`src/rtl/core/mqa_pkg.sv`:
```
package mqa_pkg;

  // Field widths of the coefficient channels
  localparam int FUNC_W  = 3;
  localparam int OPA_W   = 16;
  localparam int OPB_W   = 14;
  localparam int COEFF_W = 14;
  localparam int MAX_W   = 13;

  // Register stages from the input register to the result register
  localparam int NUM_STAGES = 9;

  // Operation codes carried in func
  typedef enum logic [FUNC_W-1:0] {
    FUNC_ADD    = 3'd0,
    FUNC_SUB    = 3'd1,
    FUNC_NEG    = 3'd2,
    FUNC_SCALE  = 3'd3,
    FUNC_REDUCE = 3'd4,
    FUNC_NORM   = 3'd5
  } func_e;

  // Stage enables of one Barrett reduction lane
  typedef struct packed {
    logic mul;
    logic mid;
    logic res;
  } barr_en_t;

  // Pipeline control: per-stage load enables and valid flags
  typedef struct packed {
    logic [NUM_STAGES-1:0] load;
    logic [NUM_STAGES-1:0] valid;
  } pipe_ctl_t;

endpackage

```
`src/rtl/core/mqa_if.sv`:
```
// Input channel: one coefficient operation per transaction
interface mqa_in_if;
  logic                               valid;
  logic                               ready;
  logic [mqa_pkg::FUNC_W-1:0]         func;
  logic signed [mqa_pkg::OPA_W-1:0]   operand_a;
  logic [mqa_pkg::OPB_W-1:0]          operand_b;
  logic                               last;

  modport source (output valid, func, operand_a, operand_b, last, input ready);
  modport sink   (input valid, func, operand_a, operand_b, last, output ready);
endinterface

// Output channel: one result per transaction
interface mqa_out_if;
  logic                               valid;
  logic                               ready;
  logic [mqa_pkg::COEFF_W-1:0]        coeff_out;
  logic [mqa_pkg::MAX_W-1:0]          max_abs;
  logic                               norm_done;

  modport source (output valid, coeff_out, max_abs, norm_done, input ready);
  modport sink   (input valid, coeff_out, max_abs, norm_done, output ready);
endinterface

```
`src/rtl/core/mqa_barrett.sv`:
```
// Three-stage Barrett reduction of an unsigned value below 2**IN_W, mod MODULUS
module mqa_barrett #(
  parameter int IN_W    = 17,
  parameter int MODULUS = 3329
) (
  input  logic                             clk_i,
  input  mqa_pkg::barr_en_t                en_i,
  input  logic [IN_W-1:0]                  x_i,
  output logic [$clog2(MODULUS + 1)-1:0]   res_o
);
  import mqa_pkg::*;

  localparam int    SHIFT = IN_W;
  localparam longint M_VAL = (longint'(1) << SHIFT) / MODULUS;
  localparam int    M_W   = $clog2(M_VAL + 1);
  localparam int    Q_W   = $clog2(MODULUS + 1);
  localparam int    P_W   = IN_W + M_W;
  localparam int    QQ_W  = M_W + Q_W;
  localparam int    R_W   = Q_W + 1;
  localparam int    D_W   = (IN_W > R_W) ? IN_W : R_W;
  localparam logic [M_W-1:0] M_C = M_W'(M_VAL);
  localparam logic [Q_W-1:0] Q_C = Q_W'(MODULUS);

  logic [IN_W-1:0] x_a_q;
  logic [P_W-1:0]  prod_q;
  logic [IN_W-1:0] x_b_q;
  logic [IN_W-1:0] qq_q;
  logic [M_W-1:0]  qest;
  logic [QQ_W-1:0] qq_full;
  logic [D_W-1:0]  diff;
  logic [R_W-1:0]  rem;
  logic [Q_W-1:0]  res_d;
  logic [Q_W-1:0]  res_q;

  // Reciprocal multiply
  always_ff @(posedge clk_i) begin
    if (en_i.mul) begin
      x_a_q  <= x_i;
      prod_q <= P_W'(x_i) * P_W'(M_C);
    end
  end

  // Quotient estimate times modulus; estimate is low by at most one
  assign qest    = prod_q[P_W-1:SHIFT];
  assign qq_full = QQ_W'(qest) * QQ_W'(Q_C);

  always_ff @(posedge clk_i) begin
    if (en_i.mid) begin
      x_b_q <= x_a_q;
      qq_q  <= qq_full[IN_W-1:0];
    end
  end

  // Remainder lies in 0..2q-1: one conditional subtract
  assign diff  = D_W'(x_b_q) - D_W'(qq_q);
  assign rem   = diff[R_W-1:0];
  assign res_d = (rem >= R_W'(Q_C)) ? Q_W'(rem - R_W'(Q_C)) : rem[Q_W-1:0];

  always_ff @(posedge clk_i) begin
    if (en_i.res) begin
      res_q <= res_d;
    end
  end

  assign res_o = res_q;

endmodule

```
`src/rtl/core/mqa_pipe_ctrl.sv`:
```
// Valid flags and per-stage load enables; a stage loads when it is empty
// or its content moves on, so bubbles are squeezed out under back-pressure
module mqa_pipe_ctrl (
  input  logic                clk_i,
  input  logic                rst_ni,
  input  logic                in_valid_i,
  input  logic                out_ready_i,
  output mqa_pkg::pipe_ctl_t  ctl_o
);
  import mqa_pkg::*;

  logic [NUM_STAGES-1:0] valid_q;
  logic [NUM_STAGES-1:0] valid_d;
  logic [NUM_STAGES-1:0] load;

  // Load chain from the result register backwards
  always_comb begin
    load[NUM_STAGES-1] = !valid_q[NUM_STAGES-1] || out_ready_i;
    for (int k = NUM_STAGES - 2; k >= 0; k--) begin
      load[k] = !valid_q[k] || load[k+1];
    end
  end

  // Valid flags follow the data
  always_comb begin
    valid_d = valid_q;
    if (load[0]) begin
      valid_d[0] = in_valid_i;
    end
    for (int k = 1; k < NUM_STAGES; k++) begin
      if (load[k]) begin
        valid_d[k] = valid_q[k-1];
      end
    end
  end

  always_ff @(posedge clk_i or negedge rst_ni) begin
    if (!rst_ni) begin
      valid_q <= '0;
    end else begin
      valid_q <= valid_d;
    end
  end

  assign ctl_o.load  = load;
  assign ctl_o.valid = valid_q;

endmodule

```
`src/rtl/core/mod_q_coefficient_alu_top.sv`:
```
// Throughput: one transaction per cycle; a result that waits holds only
// the stages behind it, empty stages keep accepting.
// Depth is set by two Barrett reductions in series (operands, then product),
// each three stages, between the input, product and result registers.
// Reset clears all valid flags and the running maximum; data registers are
// not reset.
module mod_q_coefficient_alu_top #(
  parameter int MODULUS = 3329
) (
  input  logic       clk_i,
  input  logic       rst_ni,
  mqa_in_if.sink     in_i,
  mqa_out_if.source  out_o
);
  import mqa_pkg::*;

  localparam int Q_W    = $clog2(MODULUS + 1);
  localparam int R_W    = Q_W + 1;
  localparam int P_W    = 2 * Q_W;
  localparam int HALF   = MODULUS / 2;
  localparam int MAG_W  = $clog2(HALF + 1);
  localparam int UA_W   = OPA_W + 1;
  localparam int A_SPAN = 2 ** (OPA_W - 1);
  localparam int A_OFFS = MODULUS * ((A_SPAN + MODULUS - 1) / MODULUS);
  localparam logic [Q_W-1:0] Q_C = Q_W'(MODULUS);

  typedef struct packed {
    logic [FUNC_W-1:0] func;
    logic              last;
  } side_t;

  pipe_ctl_t        ctl;
  barr_en_t         ab_en;
  barr_en_t         p_en;
  side_t            side_q [0:7];
  logic [UA_W-1:0]  ua0_q;
  logic [OPB_W-1:0] b0_q;
  logic [Q_W-1:0]   a_r;
  logic [Q_W-1:0]   b_r;
  logic [Q_W-1:0]   p_r;
  logic [P_W-1:0]   prod4_q;
  logic [Q_W-1:0]   simple_d;
  logic [MAG_W-1:0] mag_d;
  logic [Q_W-1:0]   simple_q [4:7];
  logic [MAG_W-1:0] mag_q [4:7];
  logic [R_W-1:0]   sum;
  logic [Q_W-1:0]   add_v;
  logic [Q_W-1:0]   sub_v;
  logic [Q_W-1:0]   neg_v;
  logic [MAG_W-1:0] running_max_q;
  logic [MAG_W-1:0] running_max_d;
  logic [MAG_W-1:0] maxv;
  logic             done_d;
  logic [Q_W-1:0]   coeff_d;
  logic [Q_W-1:0]   coeff_q;
  logic [MAG_W-1:0] max_q;
  logic             done_q;
  logic             is_norm7;
  logic             fold_w;

  // Pipeline control
  mqa_pipe_ctrl u_ctrl (
    .clk_i       (clk_i),
    .rst_ni      (rst_ni),
    .in_valid_i  (in_i.valid),
    .out_ready_i (out_o.ready),
    .ctl_o       (ctl)
  );

  assign in_i.ready = ctl.load[0];

  // Stage 0: input register; a is offset by a multiple of q to be non-negative
  always_ff @(posedge clk_i) begin
    if (ctl.load[0]) begin
      side_q[0] <= '{func: in_i.func, last: in_i.last};
      ua0_q     <= {in_i.operand_a[OPA_W-1], in_i.operand_a} + UA_W'(A_OFFS);
      b0_q      <= in_i.operand_b;
    end
  end

  // Side-band fields travel with the item
  for (genvar k = 1; k < 8; k++) begin : g_side
    always_ff @(posedge clk_i) begin
      if (ctl.load[k]) begin
        side_q[k] <= side_q[k-1];
      end
    end
  end

  // Stages 1 to 3: full reduction of both operands
  assign ab_en = '{mul: ctl.load[1], mid: ctl.load[2], res: ctl.load[3]};

  mqa_barrett #(.IN_W(UA_W), .MODULUS(MODULUS)) u_red_a (
    .clk_i (clk_i),
    .en_i  (ab_en),
    .x_i   (ua0_q),
    .res_o (a_r)
  );

  mqa_barrett #(.IN_W(OPB_W), .MODULUS(MODULUS)) u_red_b (
    .clk_i (clk_i),
    .en_i  (ab_en),
    .x_i   (b0_q),
    .res_o (b_r)
  );

  // Stage 4: product, cheap modular ops and centred magnitude
  assign sum   = R_W'(a_r) + R_W'(b_r);
  assign add_v = (sum >= R_W'(Q_C)) ? Q_W'(sum - R_W'(Q_C)) : sum[Q_W-1:0];
  assign sub_v = (a_r >= b_r) ? Q_W'(a_r - b_r)
                              : Q_W'(R_W'(a_r) + R_W'(Q_C) - R_W'(b_r));
  assign neg_v = (a_r == '0) ? '0 : Q_W'(Q_C - a_r);
  assign mag_d = (a_r > Q_W'(HALF)) ? MAG_W'(Q_C - a_r) : MAG_W'(a_r);

  always_comb begin
    case (side_q[3].func)
      FUNC_ADD:    simple_d = add_v;
      FUNC_SUB:    simple_d = sub_v;
      FUNC_NEG:    simple_d = neg_v;
      FUNC_REDUCE: simple_d = a_r;
      default:     simple_d = '0;
    endcase
  end

  always_ff @(posedge clk_i) begin
    if (ctl.load[4]) begin
      prod4_q     <= P_W'(a_r) * P_W'(b_r);
      simple_q[4] <= simple_d;
      mag_q[4]    <= mag_d;
    end
  end

  for (genvar k = 5; k < 8; k++) begin : g_ops
    always_ff @(posedge clk_i) begin
      if (ctl.load[k]) begin
        simple_q[k] <= simple_q[k-1];
        mag_q[k]    <= mag_q[k-1];
      end
    end
  end

  // Stages 5 to 7: reduction of the product
  assign p_en = '{mul: ctl.load[5], mid: ctl.load[6], res: ctl.load[7]};

  mqa_barrett #(.IN_W(P_W), .MODULUS(MODULUS)) u_red_p (
    .clk_i (clk_i),
    .en_i  (p_en),
    .x_i   (prod4_q),
    .res_o (p_r)
  );

  // Stage 8: result select and running maximum fold
  assign is_norm7 = (side_q[7].func == FUNC_NORM);
  assign fold_w   = ctl.load[8] && ctl.valid[7];

  always_comb begin
    maxv          = running_max_q;
    done_d        = 1'b0;
    running_max_d = running_max_q;
    if (is_norm7) begin
      if (mag_q[7] > running_max_q) begin
        maxv = mag_q[7];
      end
      done_d        = side_q[7].last;
      running_max_d = side_q[7].last ? '0 : maxv;
    end
    coeff_d = (side_q[7].func == FUNC_SCALE) ? p_r : simple_q[7];
  end

  always_ff @(posedge clk_i or negedge rst_ni) begin
    if (!rst_ni) begin
      running_max_q <= '0;
    end else if (fold_w) begin
      running_max_q <= running_max_d;
    end
  end

  always_ff @(posedge clk_i) begin
    if (ctl.load[8]) begin
      coeff_q <= coeff_d;
      max_q   <= maxv;
      done_q  <= done_d;
    end
  end

  assign out_o.valid     = ctl.valid[8];
  assign out_o.coeff_out = COEFF_W'(coeff_q);
  assign out_o.max_abs   = MAX_W'(max_q);
  assign out_o.norm_done = done_q;

  // Checks
  a_max_cleared: assert property (@(posedge clk_i) disable iff (!rst_ni)
    fold_w && is_norm7 && side_q[7].last |=> running_max_q == '0)
    else $error("running maximum not cleared after closing norm item");

  a_max_grows: assert property (@(posedge clk_i) disable iff (!rst_ni)
    fold_w && !(is_norm7 && side_q[7].last) |=> running_max_q >= $past(running_max_q))
    else $error("running maximum decreased within a polynomial");

  a_coeff_range: assert property (@(posedge clk_i) disable iff (!rst_ni)
    out_o.valid |-> (coeff_q < Q_C) && (max_q <= MAG_W'(HALF)))
    else $error("result out of range");

  a_ready_empty: assert property (@(posedge clk_i) disable iff (!rst_ni)
    !out_o.valid |-> in_i.ready)
    else $error("input stalled with empty result register");

endmodule

```
`src/flat_wrapper.sv`:
```
// flat-port wrapper written by rule: the top's interface ports become plain ports
module mod_q_coefficient_alu_top_flat import mqa_pkg::*;
#(
  parameter int MODULUS = 3329
)
  (clk_i, rst_ni, in_i_valid, in_i_func, in_i_operand_a, in_i_operand_b, in_i_last, in_i_ready, out_o_valid, out_o_coeff_out, out_o_max_abs, out_o_norm_done, out_o_ready);
  mqa_in_if in_i_i ();
  mqa_out_if out_o_i ();
  input  logic clk_i;
  input  logic rst_ni;
  input wire logic [$bits(in_i_i.valid)-1:0] in_i_valid;
  input wire logic [$bits(in_i_i.func)-1:0] in_i_func;
  input wire logic [$bits(in_i_i.operand_a)-1:0] in_i_operand_a;
  input wire logic [$bits(in_i_i.operand_b)-1:0] in_i_operand_b;
  input wire logic [$bits(in_i_i.last)-1:0] in_i_last;
  output wire logic [$bits(in_i_i.ready)-1:0] in_i_ready;
  output wire logic [$bits(out_o_i.valid)-1:0] out_o_valid;
  output wire logic [$bits(out_o_i.coeff_out)-1:0] out_o_coeff_out;
  output wire logic [$bits(out_o_i.max_abs)-1:0] out_o_max_abs;
  output wire logic [$bits(out_o_i.norm_done)-1:0] out_o_norm_done;
  input wire logic [$bits(out_o_i.ready)-1:0] out_o_ready;
  assign in_i_i.valid = in_i_valid;
  assign in_i_i.func = in_i_func;
  assign in_i_i.operand_a = in_i_operand_a;
  assign in_i_i.operand_b = in_i_operand_b;
  assign in_i_i.last = in_i_last;
  assign in_i_ready = in_i_i.ready;
  assign out_o_valid = out_o_i.valid;
  assign out_o_coeff_out = out_o_i.coeff_out;
  assign out_o_max_abs = out_o_i.max_abs;
  assign out_o_norm_done = out_o_i.norm_done;
  assign out_o_i.ready = out_o_ready;
  mod_q_coefficient_alu_top #(.MODULUS(MODULUS)) u_core (.clk_i(clk_i), .rst_ni(rst_ni), .in_i(in_i_i), .out_o(out_o_i));
endmodule
```
`config.mk`:
```
export PLATFORM = sky130hd
export DESIGN_NAME = mod_q_coefficient_alu_top_flat
export DESIGN_NICKNAME = d
export VERILOG_FILES = /design/src/rtl/core/mqa_pkg.sv /design/src/rtl/core/mqa_if.sv /design/src/rtl/core/mqa_barrett.sv /design/src/rtl/core/mqa_pipe_ctrl.sv /design/src/rtl/core/mod_q_coefficient_alu_top.sv /design/src/flat_wrapper.sv
export SDC_FILE = /design/constraint.sdc
export NUM_CORES = 1
export LEC_CHECK = 0
export BUFFER_PORTS_ARGS = -buffer_cell sky130_fd_sc_hd__clkbuf_2
export CAP_MARGIN = 20
export CORE_MARGIN = 5
export CORE_UTILIZATION = 30
export CTS_CLUSTER_DIAMETER = 200
export DETAILED_ROUTE_END_ITERATION = 8
export GPL_ROUTABILITY_DRIVEN = 0
export SLEW_MARGIN = 5
export SYNTH_ARGS = -nofsm -noshare
export SYNTH_HDL_FRONTEND = slang
export SYNTH_SLANG_ARGS = --single-unit
```
`constraint.sdc`:
```
create_clock -name clk_i -period 8.4 [get_ports clk_i]
set_clock_uncertainty 0.2 [all_clocks]
set_input_delay 0.84 -clock clk_i [delete_from_list [all_inputs] [get_ports clk_i]]
set_output_delay 0.84 -clock clk_i [all_outputs]
set_load 0.05 [all_outputs]
```
==> metrics.md <==
| Metric | Value |
|---|---|
| Post-synthesis sequential area ratio | `39.0%` |
| CP max FO | `12` |
| H-tree depth | `2` |
| Status | `finished clean` |
| DRC | `0` |
| Synth top area share | `37.3%` |
| Unrepaired setup endpoints after global routing | `false` |
| Starting density of the core | `30.2%` |
| Drt pass-1 iters | `7` |
| Ys flop type | `edfxtp_1` |
| Slowest stage delay, CP | `0.65 ns` |
| Final worst-path cycle share | `85.3%` |
| Post-Syn Area | `29100 sq um` |
| Grt total ovfl | `0` |
| N_diodes | `0` |
| First-pass GRT wire length | `94.8 mm` |
| Synth Instances | `2556` |
| Die height | `322 um` |
| Die ar. | `103000 sq um` |
| DP HPWL | `44.9 mm` |
| CP top delay family | `adder cells` |
| Pin count of the biggest net entering global routing | `55` |
| Area growth syn-to-layout | `11.0%` |
| Max cap viols | `0` |
| Hold Fails Final Rpt | `0` |
| CP most frequent cell | `fa_1` |
| #FFs+latches synth | `382` |
| Port Buffers | `63` |
| Placed cells | `3860` |
| Slowest library cell on the worst path | `edfxtp_1` |
| Hold WS | `0.0620 ns` |
| Worst-path cell chain | `clkinv_1, nor2_1, fa_1, fa_1, fa_1, fa_1, inv_1, fa_1, inv_1, ha_1, a21oi_1, o21ai_0, or3_1, o221a_2, o41a_1, and4_1, a2111oi_0, a21oi_1, xnor2_1` |
| CTS Sinks | `382` |
| Synth cell types | `78` |
| Synthesis warning total | `0` |
| Clk root buf | `clkbuf_16` |
| Setup violators final | `0` |
| Non-filler cells in the finished layout | `3936` |
| Maximum clock rate | `140 MHz` |
| Setup tns final | `0 ns` |
| Final nets | `3248` |
| Worst-Margin Slew | `1.02 ns` |
| Post-route ant nets | `0` |
| Vias in the first global route | `18100` |
| Min Clock Period, post-route | `7.16 ns` |
| Slew Limit Fails | `0` |
| Hold Buf Count CTS | `0` |
| Via density | `4.55` |
| Via Count | `17900` |
| Core Region | `96600 sq um` |
| Slew HR | `31.5%` |
| Top-count cell post-synth | `inv_1` |
| Hold Path Class | `in2async` |
| GRT Overall Usage | `11.1%` |
| Critical path arrival | `7.28 ns` |
| TritonCTS Buffers | `41` |
| Largest area contributor in the netlist | `edfxtp_1` |
| Number of synthesized flops with an enable pin | `362` |
| CTS tree | `built` |
| CP Data Required Time | `8.52 ns` |
| CTS resizes | `0` |
| Antenna violations before repair | `0` |
| Crit end category | `flop` |
| WL/cell | `14.4 um` |
| Clock latency on the worst-skew pair | `0.58 ns` |
| Clock Path Buffers | `3` |
| Crit path buf inv count | `3` |
| Layout cells sized above 1 | `7.26%` |
| Initial DRC Count | `1112` |
| Clk slew on worst S/H paths | `0.06 ns` |
| CP Class | `reg2reg` |
| Post-CTS setup buffer count | `0` |
| Element type at the critical path start | `flop` |
| Die width | `322 um` |
| Site row count | `114` |
| Syn avg cell area | `11.4 sq um` |
| Final wirelength | `56.8 mm` |
| Dominant cells by area after synthesis | `edfxtp_1, fa_1, ha_1` |
| Ys async rst share | `5.24%` |
| Filler Cell Count | `9614` |
| Most frequent cells after synthesis | `inv_1, edfxtp_1, ha_1` |
| Io pins | `68` |
layout make-up:
cell class | count | area [sq um] | area share [%]
clock inverter | 22 | 228 | 0.704
inverter | 461 | 1730 | 5.35
multi-input combinational | 1660 | 15800 | 49.0
timing repair buffer | 82 | 453 | 1.40
tap | 1276 | 1600 | 4.94
clock buffer | 53 | 1120 | 3.47
sequential | 382 | 11400 | 35.2
state kept, by name (all words and copies together) (netlist names), 14 cells and up:
name and cells:
u_core.side_q 32, u_core.u_red_b.x_a_q 14, u_core.ua0_q 17, u_core.b0_q 14, u_core.mag_q 44, u_core.simple_q 48
u_core.prod4_q 24
final timing paths:
path                                                         to                               from  slack (ns)  cells after the start
max                                u_core.prod4_q[23]$_DFFE_PP_  u_core.u_red_a.res_o[1]$_DFFE_PP_        1.24                     19
max in group asynchronous  u_core.u_ctrl.valid_q[3]$_DFFE_PN0P_                             rst_ni        7.54                      1
min in group clk_i                u_core.side_q[1][9]$_DFFE_PP_      u_core.side_q[1][5]$_DFFE_PP_        0.19                      0
min reg2reg                       u_core.side_q[1][9]$_DFFE_PP_      u_core.side_q[1][5]$_DFFE_PP_        0.19                      0
max reg2reg                        u_core.prod4_q[23]$_DFFE_PP_  u_core.u_red_a.res_o[1]$_DFFE_PP_        1.24                     19
min                         u_core.running_max_q[1]$_DFFE_PN0P_                             rst_ni        0.06                      1
metrics by stage:
step | worst slack, ns | cell area (sq um) | util, %
after floorplan | 1.80 | 29200 | -
after global placement | 1.37 | 31000 | 32.1
after detailed placement | 1.23 | 31000 | 32.1
after CTS | 1.23 | 32300 | 33.5
after global routing | 0.796 | 32300 | 33.5
final | 1.24 | 32300 | 33.5
per-layer routing:
metal | wire [um] | track usage, % | share of wire (%) | vias up
met2 | 26000 | 17.8 | 46 | 370
li1 | - | - | - | 8767
met5 | 0 | 0 | 0 | -
met3 | 2880 | 1.89 | 5.1 | 72
met1 | 26900 | 16.0 | 47 | 8707
met4 | 1050 | 2.28 | 1.8 | 0
logic make-up (layout without fill, tap and decap cells):
| kind of cell | Yosys count | count (layout) | share of synthesized area [%] |
|---|---|---|---|
| adder cells (fa/ha/maj) | 582 | 582 | 31.9 |
| other | 1 | 4 | 0.0129 |
| AO/OA/AOI/OAI | 347 | 347 | 7.81 |
| XOR/XNOR | 152 | 152 | 4.57 |
| flip-flops | 382 | 382 | 39.0 |
| AND/OR/NAND/NOR | 548 | 548 | 8.98 |
| multiplexers | 27 | 27 | 0.996 |
| buffers and inverters | 517 | 618 | 6.72 |
cells in the final DEF, fill, tap and decap left out, drive strengths merged, types with 8 or more instances in the layout:
cell type	count
a31oi	11
buf	19
clkinv	16
ha	314
and3	13
nand2	181
or2	12
nand4	13
a21o	16
nor4	13
or3	18
and2	19
a22o	8
xnor2	107
o21ai	92
dfrtp	20
nand3	33
a211oi	9
nor2	130
mux2i	11
or4	8
mux2	16
xor2	45
a21oi	83
o211ai	18
nor3	44
nand2b	16
o21a	21
edfxtp	362
clkbuf	116
fa	268
inv	463
nor2b	24
Power is left out: the tool's default activity adds up to more than one toggle a clock period on the data nets, which glitch-free logic cannot reach.
